$ cat src/rtl/core/ifb_pkg.sv
// Shared types, codes and constants for the indexed framebuffer fill/blit block.
package ifb_pkg;

  localparam int DIM_W      = 11;
  localparam int COORD_W    = 16;
  localparam int COLOR_W    = 4;
  localparam int FP_W       = 32;
  localparam int KEY_W      = 5;
  localparam int PIX_W      = 8;
  localparam int FILLC_W    = 16;
  localparam int CFG_IDX_W  = 3;
  localparam int CHECKER_BIT = 15;
  localparam int FRAME_DEPTH_DEF = 65536;
  localparam int MAX_DIM_DEF     = 1024;

  localparam logic [FILLC_W-1:0] COLOR_MAX = 16'd15;
  localparam logic signed [KEY_W-1:0] KEY_NONE = -5'sd1;

  typedef enum logic [2:0] {
    ACT_FILL_ALL  = 3'd0,
    ACT_FILL_BOX  = 3'd1,
    ACT_BLIT_START = 3'd2,
    ACT_BLIT_PIXEL = 3'd3,
    ACT_READ_PIXEL = 3'd4
  } action_t;

  typedef enum logic [CFG_IDX_W-1:0] {
    REG_FRAME_WIDTH   = 3'd0,
    REG_FRAME_HEIGHT  = 3'd1,
    REG_LINE_PITCH    = 3'd2,
    REG_PALETTE_FP    = 3'd3,
    REG_FRAME_FP      = 3'd4,
    REG_FRAME_VERIFIED = 3'd5
  } cfg_reg_t;

  typedef enum logic [1:0] {
    S_IDLE,
    S_FILL,
    S_READ
  } state_t;

endpackage

$ cat src/rtl/core/ifb_addr.sv
// Pixel address generator: y * pitch + x with a range check against the store depth.
module ifb_addr #(
  parameter int DEPTH = ifb_pkg::FRAME_DEPTH_DEF,
  parameter int AW    = $clog2(DEPTH)
) (
  input  logic [ifb_pkg::DIM_W-1:0] x,
  input  logic [ifb_pkg::DIM_W-1:0] y,
  input  logic [ifb_pkg::DIM_W-1:0] pitch,
  output logic [AW-1:0]             addr,
  output logic                      in_range
);
  import ifb_pkg::*;

  localparam int SUM_W = 2 * DIM_W + 1;
  localparam logic [SUM_W-1:0] DEPTH_W = SUM_W'(DEPTH);

  logic [SUM_W-1:0] sum;

  always_comb begin
    sum      = SUM_W'(y * pitch) + SUM_W'(x);
    in_range = sum < DEPTH_W;
    addr     = sum[AW-1:0];
  end

endmodule

$ cat config.mk
export PLATFORM = sky130hd
export DESIGN_NAME = ifb_addr
export DESIGN_NICKNAME = d
export VERILOG_FILES = /design/src/rtl/core/ifb_pkg.sv /design/src/rtl/core/ifb_addr.sv
export SDC_FILE = /design/constraint.sdc
export NUM_CORES = 1
export LEC_CHECK = 0
export BUFFER_PORTS_ARGS = -buffer_cell sky130_fd_sc_hd__clkbuf_2
export CORE_ASPECT_RATIO = 1.5
export CORE_MARGIN = 1.5
export CORE_UTILIZATION = 30
export DETAILED_ROUTE_END_ITERATION = 7
export GPL_ROUTABILITY_DRIVEN = 1
export GPL_TIMING_DRIVEN = 0
export SYNTH_ARGS = -nofsm -noshare
export SYNTH_HDL_FRONTEND = slang
export SYNTH_SLANG_ARGS = --single-unit
export TNS_END_PERCENT = 50
$ cat constraint.sdc
create_clock -name vclk -period 7.1
set_clock_uncertainty 0.1 [all_clocks]
set_input_delay 1.42 -clock vclk [all_inputs]
set_output_delay 1.42 -clock vclk [all_outputs]
set_load 0.05 [all_outputs]
**Word-level counts from Yosys, hierarchy flattened**

Index checks and enable logic that the tools add are counted.

- Multipliers: 1
- Divide/modulo/power cells: 0
- Add/sub/neg operators: 1
- Multiplexer cells: 0
- Order comparisons: 1
- Equal/unequal tests: 0
- Reductions and logical operators: 0
- Bitwise operators: 0
- Shifts and indexed selects: 0

Operators with widths:

| kind | number |
|---|---|
| adder 22 x 11 -> 23 bit | 1 |
| less-than comparator 23 x 17 -> 1 bit (second input constant) | 1 |
| multiplier 11 x 11 -> 22 bit | 1 |

- Input bits: 33
- Bits in writable memories: 0
- Word-level logic and storage cells: 3
- Memory bits (read-only): 0
- Register bits: 0
- Memories: 0
- Bits in latches: 0

**Logic depth before layout (Yosys ltp)**

Gate-level depths: netlist of the first run.

- Depth in word-level cells: 3
- Mapped depth: 20

**Least setup slack after synthesis of the first run**

OpenSTA, ideal clock, no wires.

- Path type: input to output
- Start point: input y[7] (netlist bit)
- End point: output in_range
- Path slack: -1.655 ns
- Stages: 20
- Buffers on the path: 1
- Required time: 5.580 ns
- Data arrival time: 7.235 ns
- Cells stage by stage: clkbuf_1 > nand2_1 > fa_1 > inv_1 > fa_1 > inv_1 > fa_1 > inv_1 > fa_1 > inv_1 > fa_1 > inv_1 > ha_1 > o211ai_1 > o21ai_0 > nand2_1 > o21bai_1 > xnor2_1 > o31ai_1 > nor4_1

- Longest elaborated chain between the ends: 3

RTL lines:

| item | line | text |
|---|---|---|
| start, declared | ifb_addr.sv:7 | `input logic [ifb_pkg::DIM_W-1:0] y,` |
| multiplier 11 x 11 -> 22 bit | ifb_addr.sv:20 | `sum = SUM_W'(y * pitch) + SUM_W'(x);` |
| adder 22 x 11 -> 23 bit | ifb_addr.sv:20 |  |
| less-than comparator 23 x 17 -> 1 bit | ifb_addr.sv:21 | `in_range = sum < DEPTH_W;` |
| end, declared | ifb_addr.sv:10 | `output logic in_range` |

No other way between the ends.

**Worst setup path after layout of the first run**

- Start point: input y[4] (netlist bit)
- End point: output in_range

Same word-level chain as after synthesis.

==> results.tsv, run 1 <==
stage	metric	value	unit
routing	drc	0	
floorplanning	core-area	14500	sq um
grt	grt_pass1_wl	18600	um
critical_path	cpMaxStageDelayCell	fa_2	
routing	detail-route-antenna-nets	0	
critical_path	crit_arrival	6270	ps
min_path	min_path_type	primary input to output port	
job	maxCapViolations	0	
synthesis	avgSynthCellArea	8.26	sq um
routing	firstDrtPassIters	4	
placed_design	place_ws	-869	ps
finish	diodes	0	
synthesis	synth_cell_types	42	
routing	num_vias	3829	
critical_path	path_depth	18	
finish	syn_to_final_growth	30.1	%
finish	final_common_cell	inv_1	
synthesis	synthesis.nets	728	
routing	drt-initial-drc-count	89	
critical_path	crit_required	5580	ps
floorplanning	start_util	30.7	%
grt	grt_remaining_overflow	0	
critical_path	cp_top_family	adder cells	
timing	slew_headroom	71.2	%
placed_design	gp_congestion	0.889	
placed_design	place_area	5230	sq um
grt	grt.total_usage	14.7	%
synthesis	syn-cell-area	4460	sq um
critical_path	slowest_delay	590	ps
timing	tightest_slew	432	ps
finish	regArea	0	sq um
critical_path	crit_fanout	10	
finish	drive_above_1_share	27.2	%
floorplanning	fp-row-count	54	
timing	fmax	0.128	GHz
timing	period_minus_slack	7790	ps
floorplanning	design.die.area	15600	sq um
synthesis	postSynthCellCount	540	
grt	antenna_found_initial	0	
critical_path	crit_path_cell_trace	clkbuf_2 > buf_8 > and2_4 > fa_2 > fa_2 > fa_2 > fa_1 > fa_2 > ha_4 > o211ai_1 > o21ai_1 > buf_4 > nand4_1 > o211ai_2 > mux2i_1 > nand2_1 > nor4_4 > clkbuf_8	
finish	final_cell_mix	inv_1, nand2_1, fa_1, ha_1, clkbuf_2	
timing	finalSetupViolCount	5	
timing	fin_ws	-686	ps
grt	first_global_vias	4153	
placed_design	portBuffers	50	
timing	drv_slew	0	
critical_path	path_buf_inv	4	
grt	grt_max_degree	12	
synthesis	yosys_warnings	0	
floorplanning	fp.dieW	103	um
synthesis	synth_top_area_share	41.3	%
finish	postLayoutCellArea	5800	sq um
status	violations	negative setup slack	
routing	vias_per_cell	4.70	
status	status	finished, violations left	
timing	finalCritPeriodShare	110	%
critical_path	crit_type	primary input to output port	
min_path	hold_depth	3	
timing	final-hold-violation-count	0	
placed_design	dp_hpwl	9190	um
synthesis	synth_seq_area_share	0	%
synthesis	synth_top_area_cell	fa_1	
floorplanning	die_h	152	um
synthesis	netlist_top_cells_area	fa_1, ha_1, inv_1, nand2_1, and2_1	
critical_path	cp-end-kind	output port	
routing	drt-total-wl	11200	um
floorplanning	io_pins	50	
finish	nets	808	
critical_path	crit_path_start_kind	primary input	
routing	wl_per_cell	13.8	um
finish	nClkBuffers	0	
timing	rsz0062_at_grt	yes	
finish	seq_cell_count	0	
critical_path	critPathMostFrequentCell	fa_2	
[cell type report]
cell class / instances / area, sq um
Buffer: 20 / 265
Fill cell: 1484 / 8720
Tap cell: 196 / 245
Inverter: 146 / 548
Timing Repair Buffer: 80 / 562
Multi-Input combinational cell: 372 / 4180
[routing by layer]
layer / wire length [um] / vias up / track usage [%] / part of all wire (%)
met5: 0 / - / 0 / 0
met4: 369 / 0 / 3.39 / 3.3
met3: 467 / 25 / 0.505 / 4.2
met2: 6640 / 119 / 29.8 / 59
met1: 3770 / 1915 / 16.0 / 34
li1: - / 1770 / - / -
[worst min-delay path, stage by stage]
cell	delay, ps
clkbuf_2	80
ha_1	120
clkbuf_2	270
[synth_stat cells (all sizes together)]
cell,number
nand3b,2
a41oi,1
mux2i,2
a21o,4
a21oi,15
clkbuf,22
xor2,3
o2111ai,2
xnor2,10
ha,63
o211ai,3
a221o,1
o21ai,10
o21a,2
o31ai,3
nor4,1
nand4,1
and3,2
a22oi,1
nor3,1
o21bai,4
nand2,95
fa,92
a31o,1
and2,35
nand2b,2
nor2,4
nand3,4
nor2b,1
a221oi,1
inv,146
and4,2
or4,1
a211oi,3
[logic make-up after synthesis]
family,share of synthesized area [%]
simple gates,15.9
mux,0.449
xor+xnor,2.55
compound gates,7.97
buf+inv,14.1
fa+ha+maj,59.0
[path summary, 6_finish.rpt]
kind	start	slack, ps	end
worst min-delay path	x[0]	3210	addr[0]
worst max-delay path	y[4]	-690	in_range
[metrics by stage]
stage | instances | hold slack (ps) | utilization, % | setup TNS [ps]
5_1_grt | 814 | 3230 | 39.9 | -3050
6_report | 814 | 3210 | 39.9 | -2030
2_1_floorplan | 540 | 3120 | - | -1130
4_1_cts | 803 | 3210 | 38.4 | -2050
3_3_place_gp | 786 | 3200 | 36.0 | -3620
3_5_place_dp | 786 | 3210 | 36.0 | -3970
[timing repair]
action | 4_1_cts | 5_1_grt
buffers inserted | 19 | 11
hold buffers | 0 | 0
pin swaps | 19 | 33
endpoints found under the setup margin | 9 | 9
resized for setup | 51 | 48
cloned | 0 | 0
Power of run 1 is not shown: default switching activity piles up to over one toggle a cycle in this logic, so the estimate is an artifact.
==> run 2: changes to the inputs <==
--- a/config.mk
+++ b/config.mk
@@ -6,12 +6,15 @@
 export NUM_CORES = 1
 export LEC_CHECK = 0
 export BUFFER_PORTS_ARGS = -buffer_cell sky130_fd_sc_hd__clkbuf_2
+export CELL_PAD_IN_SITES_DETAIL_PLACEMENT = 0
+export CELL_PAD_IN_SITES_GLOBAL_PLACEMENT = 2
 export CORE_ASPECT_RATIO = 1.5
 export CORE_MARGIN = 1.5
 export CORE_UTILIZATION = 30
 export DETAILED_ROUTE_END_ITERATION = 7
 export GPL_ROUTABILITY_DRIVEN = 1
 export GPL_TIMING_DRIVEN = 0
+export PLACE_DENSITY = 0.75
 export SYNTH_ARGS = -nofsm -noshare
 export SYNTH_HDL_FRONTEND = slang
 export SYNTH_SLANG_ARGS = --single-unit
==> run 2 against run 1 <==
Effect of this change: the run still ends with negative setup slack left; global-route usage grew 0.38 points; via count fell by 2.1%; clock-buffer cell count unchanged; setup slack better by 92 ps; cell count is 1.4% higher; core utilization increased by 1.2 points; critical path depth grew 1; final area is 3.1% higher; critical path type unchanged.
==> results.tsv, run 2 (synthesis gave the netlist of run 1 again) <==
stage	metric	value	unit
status	status	finished, violations left	
status	violations	negative setup slack	
floorplanning	design.die.area	15600	sq um
routing	drt-total-wl	11700	um
min_path	min_path_type	primary input to output port	
routing	firstDrtPassIters	4	
critical_path	path_buf_inv	5	
timing	period_minus_slack	7690	ps
floorplanning	die_h	152	um
timing	finalCritPeriodShare	108	%
timing	drv_slew	0	
grt	grt_max_degree	12	
timing	tightest_slew	417	ps
timing	finalSetupViolCount	6	
grt	top_usage_layer	met2	
grt	grt_pass1_wl	18700	um
finish	nClkBuffers	0	
clocking	hold_buffers	0	
critical_path	cpMaxStageDelayCell	fa_1	
job	maxCapViolations	0	
grt	antenna_found_initial	0	
placed_design	dp_hpwl	9490	um
critical_path	crit_arrival	6170	ps
critical_path	cp_top_family	adder cells	
timing	final-hold-violation-count	0	
grt	grt_remaining_overflow	0	
finish	postLayoutCellArea	5980	sq um
timing	rsz0062_at_grt	yes	
routing	num_vias	3749	
critical_path	crit_required	5580	ps
floorplanning	start_util	30.7	%
critical_path	crit_path_start_kind	primary input	
finish	regArea	0	sq um
placed_design	place_area	5230	sq um
critical_path	slowest_delay	560	ps
critical_path	crit_fanout	5	
critical_path	crit_path_cell_trace	clkbuf_8 > clkbuf_16 > and2_1 > fa_1 > fa_1 > fa_1 > inv_1 > fa_1 > inv_1 > ha_4 > ha_4 > and3_4 > and3_4 > and4_1 > a22oi_1 > nand2_1 > mux2i_2 > nor4_4 > clkbuf_8	
routing	wl_per_cell	14.2	um
min_path	holdPathEnd	addr[0]	
grt	use_met2	31.7	%
finish	final_common_cell	inv_1	
timing	slew_headroom	72.2	%
routing	detail-route-antenna-nets	0	
critical_path	cp-end-kind	output port	
floorplanning	io_pins	50	
floorplanning	core-area	14500	sq um
routing	vias_per_cell	4.54	
placed_design	portBuffers	50	
finish	multi_input_area	4140	sq um
finish	drive_above_1_share	28.3	%
min_path	hold_depth	3	
placed_design	gp_congestion	0.816	
grt	grt.met1_usage	16.7	%
finish	nets	819	
floorplanning	fp-row-count	54	
grt	grt.total_usage	15.1	%
grt	grt_use_met3	0.183	%
placed_design	place_ws	-911	ps
routing	drc	0	
min_path	worstHoldStart	x[0]	
critical_path	critPathMostFrequentCell	fa_1	
timing	fin_ws	-594	ps
finish	syn_to_final_growth	34.1	%
floorplanning	fp.dieW	103	um
timing	fmax	0.130	GHz
finish	diodes	0	
grt	first_global_vias	3972	
critical_path	crit_type	primary input to output port	
finish	final_cell_mix	inv_1, nand2_1, fa_1, ha_1	
finish	seq_cell_count	0	
routing	drt-initial-drc-count	94	
finish	fill_cells	1524	
-- run 2: cell types whose count changed in the layout (fill, tap and decap cells not counted), moves of 2 or more --
cell,delta
inv_1,-3
clkbuf_8,+3
fa_1,+2
buf_8,+6
ha_4,-4
ha_2,+2
buf_6,+7
fa_2,-2
clkbuf_2,-4
inv_2,+3
ha_1,+2
-- run 2: layer usage --
metal	routed length, um	up-vias
met5	0	-
met2	7060	54
met1	4320	1893
met3	238	8
li1	-	1794
met4	112	0
-- run 2: how the worst max path moves through the flow --
stage              from  endpoint  slack [ps]  cells after the start
2_1_floorplan      y[7]  in_range        -410                     20
3_3_place_gp       y[4]  in_range        -900                     17
3_5_place_dp       y[4]  addr[15]        -910                     20
4_1_cts        pitch[6]  in_range        -600                     20
5_1_grt            y[5]  in_range        -810                     19
6_report           y[5]  in_range        -590                     19
-- run 2: repair_timing --
action | 4_1_cts | 5_1_grt
endpoints found under the setup margin | 9 | 8
pin swaps | 19 | 11
hold endpoints to repair | 0 | 0
gates resized for setup | 69 | 44
gates cloned | 3 | 2
setup buffers | 30 | 7
-- run 2: through the flow --
| stage | util [%] | TNS [ps] | hold slack (ps) | std cells |
|---|---|---|---|---|
| 3_3_place_gp | 36.0 | -3880 | 3200 | 786 |
| 3_5_place_dp | 36.0 | -4070 | 3210 | 786 |
| 2_1_floorplan | - | -1130 | 3120 | 540 |
| 5_1_grt | 41.2 | -2930 | 3240 | 825 |
| 6_report | 41.2 | -1900 | 3210 | 825 |
| 4_1_cts | 39.9 | -1860 | 3210 | 816 |
-- run 2: layout make-up --
type	count	area share (%)
tap	196	4.10
timing repair buffer	92	12.3
inverter	146	9.16
multi-input combinational	372	69.3
buffer	19	5.23
-- run 2: tightest hold or removal path, delay by kind of cell --
| kind | cells | cell delay (ps) |
|---|---|---|
| buf+inv | 2 | 350 |
| fa+ha+maj | 1 | 120 |
Power of run 2 is left out for the same reason.
==> run 3: changes to the inputs <==
--- a/config.mk
+++ b/config.mk
@@ -14,7 +14,8 @@
 export DETAILED_ROUTE_END_ITERATION = 7
 export GPL_ROUTABILITY_DRIVEN = 1
 export GPL_TIMING_DRIVEN = 0
-export PLACE_DENSITY = 0.75
+export MAX_ROUTING_LAYER = met4
+export PLACE_DENSITY = 0.73
 export SYNTH_ARGS = -nofsm -noshare
 export SYNTH_HDL_FRONTEND = slang
 export SYNTH_SLANG_ARGS = --single-unit
==> constraint.sdc (replaced) <==
create_clock -name vclk -period 7.4
set_clock_uncertainty 0.1 [all_clocks]
set_input_delay 1.48 -clock vclk [all_inputs]
set_output_delay 1.48 -clock vclk [all_outputs]
set_load 0.05 [all_outputs]
==> run 3 against run 2 <==
Effect of this change: the flow still finishes with violations (negative setup slack); setup slack better by 180 ps; cell count decreased by 1.5%; non-clock buffer count is 12 lower; clock-buffer cell count unchanged; critical path depth decreased by 1; global-route usage grew 0.56 points; hold slack improved by 110 ps; critical path type unchanged; critical endpoint unchanged.
==> results.tsv, run 3 (synthesis gave the netlist of run 1 again) <==
stage	metric	value	unit
status	status	finished, violations left	
status	violations	negative setup slack	
finish	fill_cells	1530	
floorplanning	fp.dieW	103	um
routing	detail-route-antenna-nets	0	
grt	grt.total_usage	15.6	%
placed_design	portBuffers	50	
timing	period_minus_slack	7810	ps
timing	fin_ws	-411	ps
timing	slew_headroom	75.4	%
finish	final_cell_mix	inv_1, nand2_1, fa_1, ha_1, clkbuf_2	
timing	finalCritPeriodShare	106	%
floorplanning	io_pins	50	
floorplanning	core-area	14500	sq um
critical_path	crit_required	5820	ps
timing	finalSetupViolCount	3	
grt	grt_max_degree	12	
timing	tightest_slew	365	ps
clocking	hold_buffers	0	
finish	syn_to_final_growth	29.6	%
grt	grt_remaining_overflow	0	
grt	antenna_found_initial	0	
routing	drt-initial-drc-count	126	
critical_path	crit_arrival	6230	ps
finish	diodes	0	
floorplanning	die_h	152	um
min_path	min_path_type	primary input to output port	
critical_path	crit_path_start_kind	primary input	
critical_path	crit_type	primary input to output port	
min_path	holdPathEnd	addr[0]	
grt	first_global_vias	4079	
placed_design	place_area	5230	sq um
job	maxCapViolations	0	
routing	vias_per_cell	4.54	
finish	postLayoutCellArea	5780	sq um
placed_design	place_ws	-698	ps
timing	rsz0062_at_grt	yes	
floorplanning	start_util	30.7	%
min_path	hold_depth	3	
min_path	worstHoldStart	x[0]	
routing	firstDrtPassIters	4	
routing	drt-total-wl	11400	um
placed_design	dp_hpwl	9500	um
critical_path	crit_fanout	5	
floorplanning	design.die.area	15600	sq um
finish	nets	807	
timing	tns	-926	ps
finish	seq_cell_count	0	
timing	final-hold-violation-count	0	
placed_design	gp_congestion	0.806	
finish	final_common_cell	inv_1	
finish	regArea	0	sq um
timing	drv_slew	0	
critical_path	cp-end-kind	output port	
timing	fmax	0.128	GHz
routing	drc	0	
routing	wl_per_cell	14.0	um
grt	grt_pass1_wl	18800	um
routing	num_vias	3694	
finish	drive_above_1_share	25.4	%
floorplanning	fp-row-count	54	
finish	nClkBuffers	0	
[run 3: cell types whose count changed in the layout (fill, tap and decap cells not counted), sizes merged]
cell,previous run,this run
clkbuf,52,64
buf,59,35
[run 3: routing by layer]
metal | track usage, % | wire, um | up-vias
li1 | - | - | 1768
met1 | 16.1 | 4100 | 1866
met2 | 32.4 | 6960 | 52
met3 | 0.229 | 189 | 8
met4 | 1.83 | 145 | 0
met5 | - | 0 | -
[run 3: layout make-up]
cell class	count	area [sq um]	area share, %
timing repair buffer	80	588	10.2
buffer	19	297	5.13
inverter	146	548	9.48
multi-input combinational	372	4100	71.0
tap	196	245	4.24
[run 3: worst max-delay path, stage by stage]
cell	delay [ps]
clkbuf_8	120
clkbuf_16	150
and2_4	160
fa_2	470
fa_2	580
fa_1	460
fa_1	570
fa_1	470
ha_4	290
a21oi_4	190
o2111ai_4	150
buf_6	150
nand2_2	70
o21bai_1	70
xnor2_1	210
o31ai_2	120
nor4_4	280
clkbuf_8	220
[run 3: what timing repair did]
action / in CTS / in global routing
pin swaps: 15 / 22
setup endpoints to repair: 7 / 7
buffers inserted: 24 / 2
cloned: 3 / 1
gates resized for setup: 51 / 27
[run 3: worst max path at each step]
stage                         from  endpoint  slack [ps]  cells after the start
final                         y[4]  in_range        -410                     18
after global routing          y[7]  in_range        -590                     23
after CTS                     y[5]  in_range        -440                     19
after detailed placement  pitch[5]  in_range        -700                     19
after global placement        y[4]  in_range        -720                     17
after floorplan               y[7]  in_range        -230                     20
[run 3: per-stage QoR]
step | cells | util (%) | hold slack (ps)
floorplan | 540 | - | 3240
global placement | 786 | 36.0 | 3320
detailed placement | 786 | 36.0 | 3320
CTS | 810 | 39.1 | 3320
global route | 813 | 39.8 | 3360
finish | 813 | 39.8 | 3320
Power of run 3 is left out for the same reason.
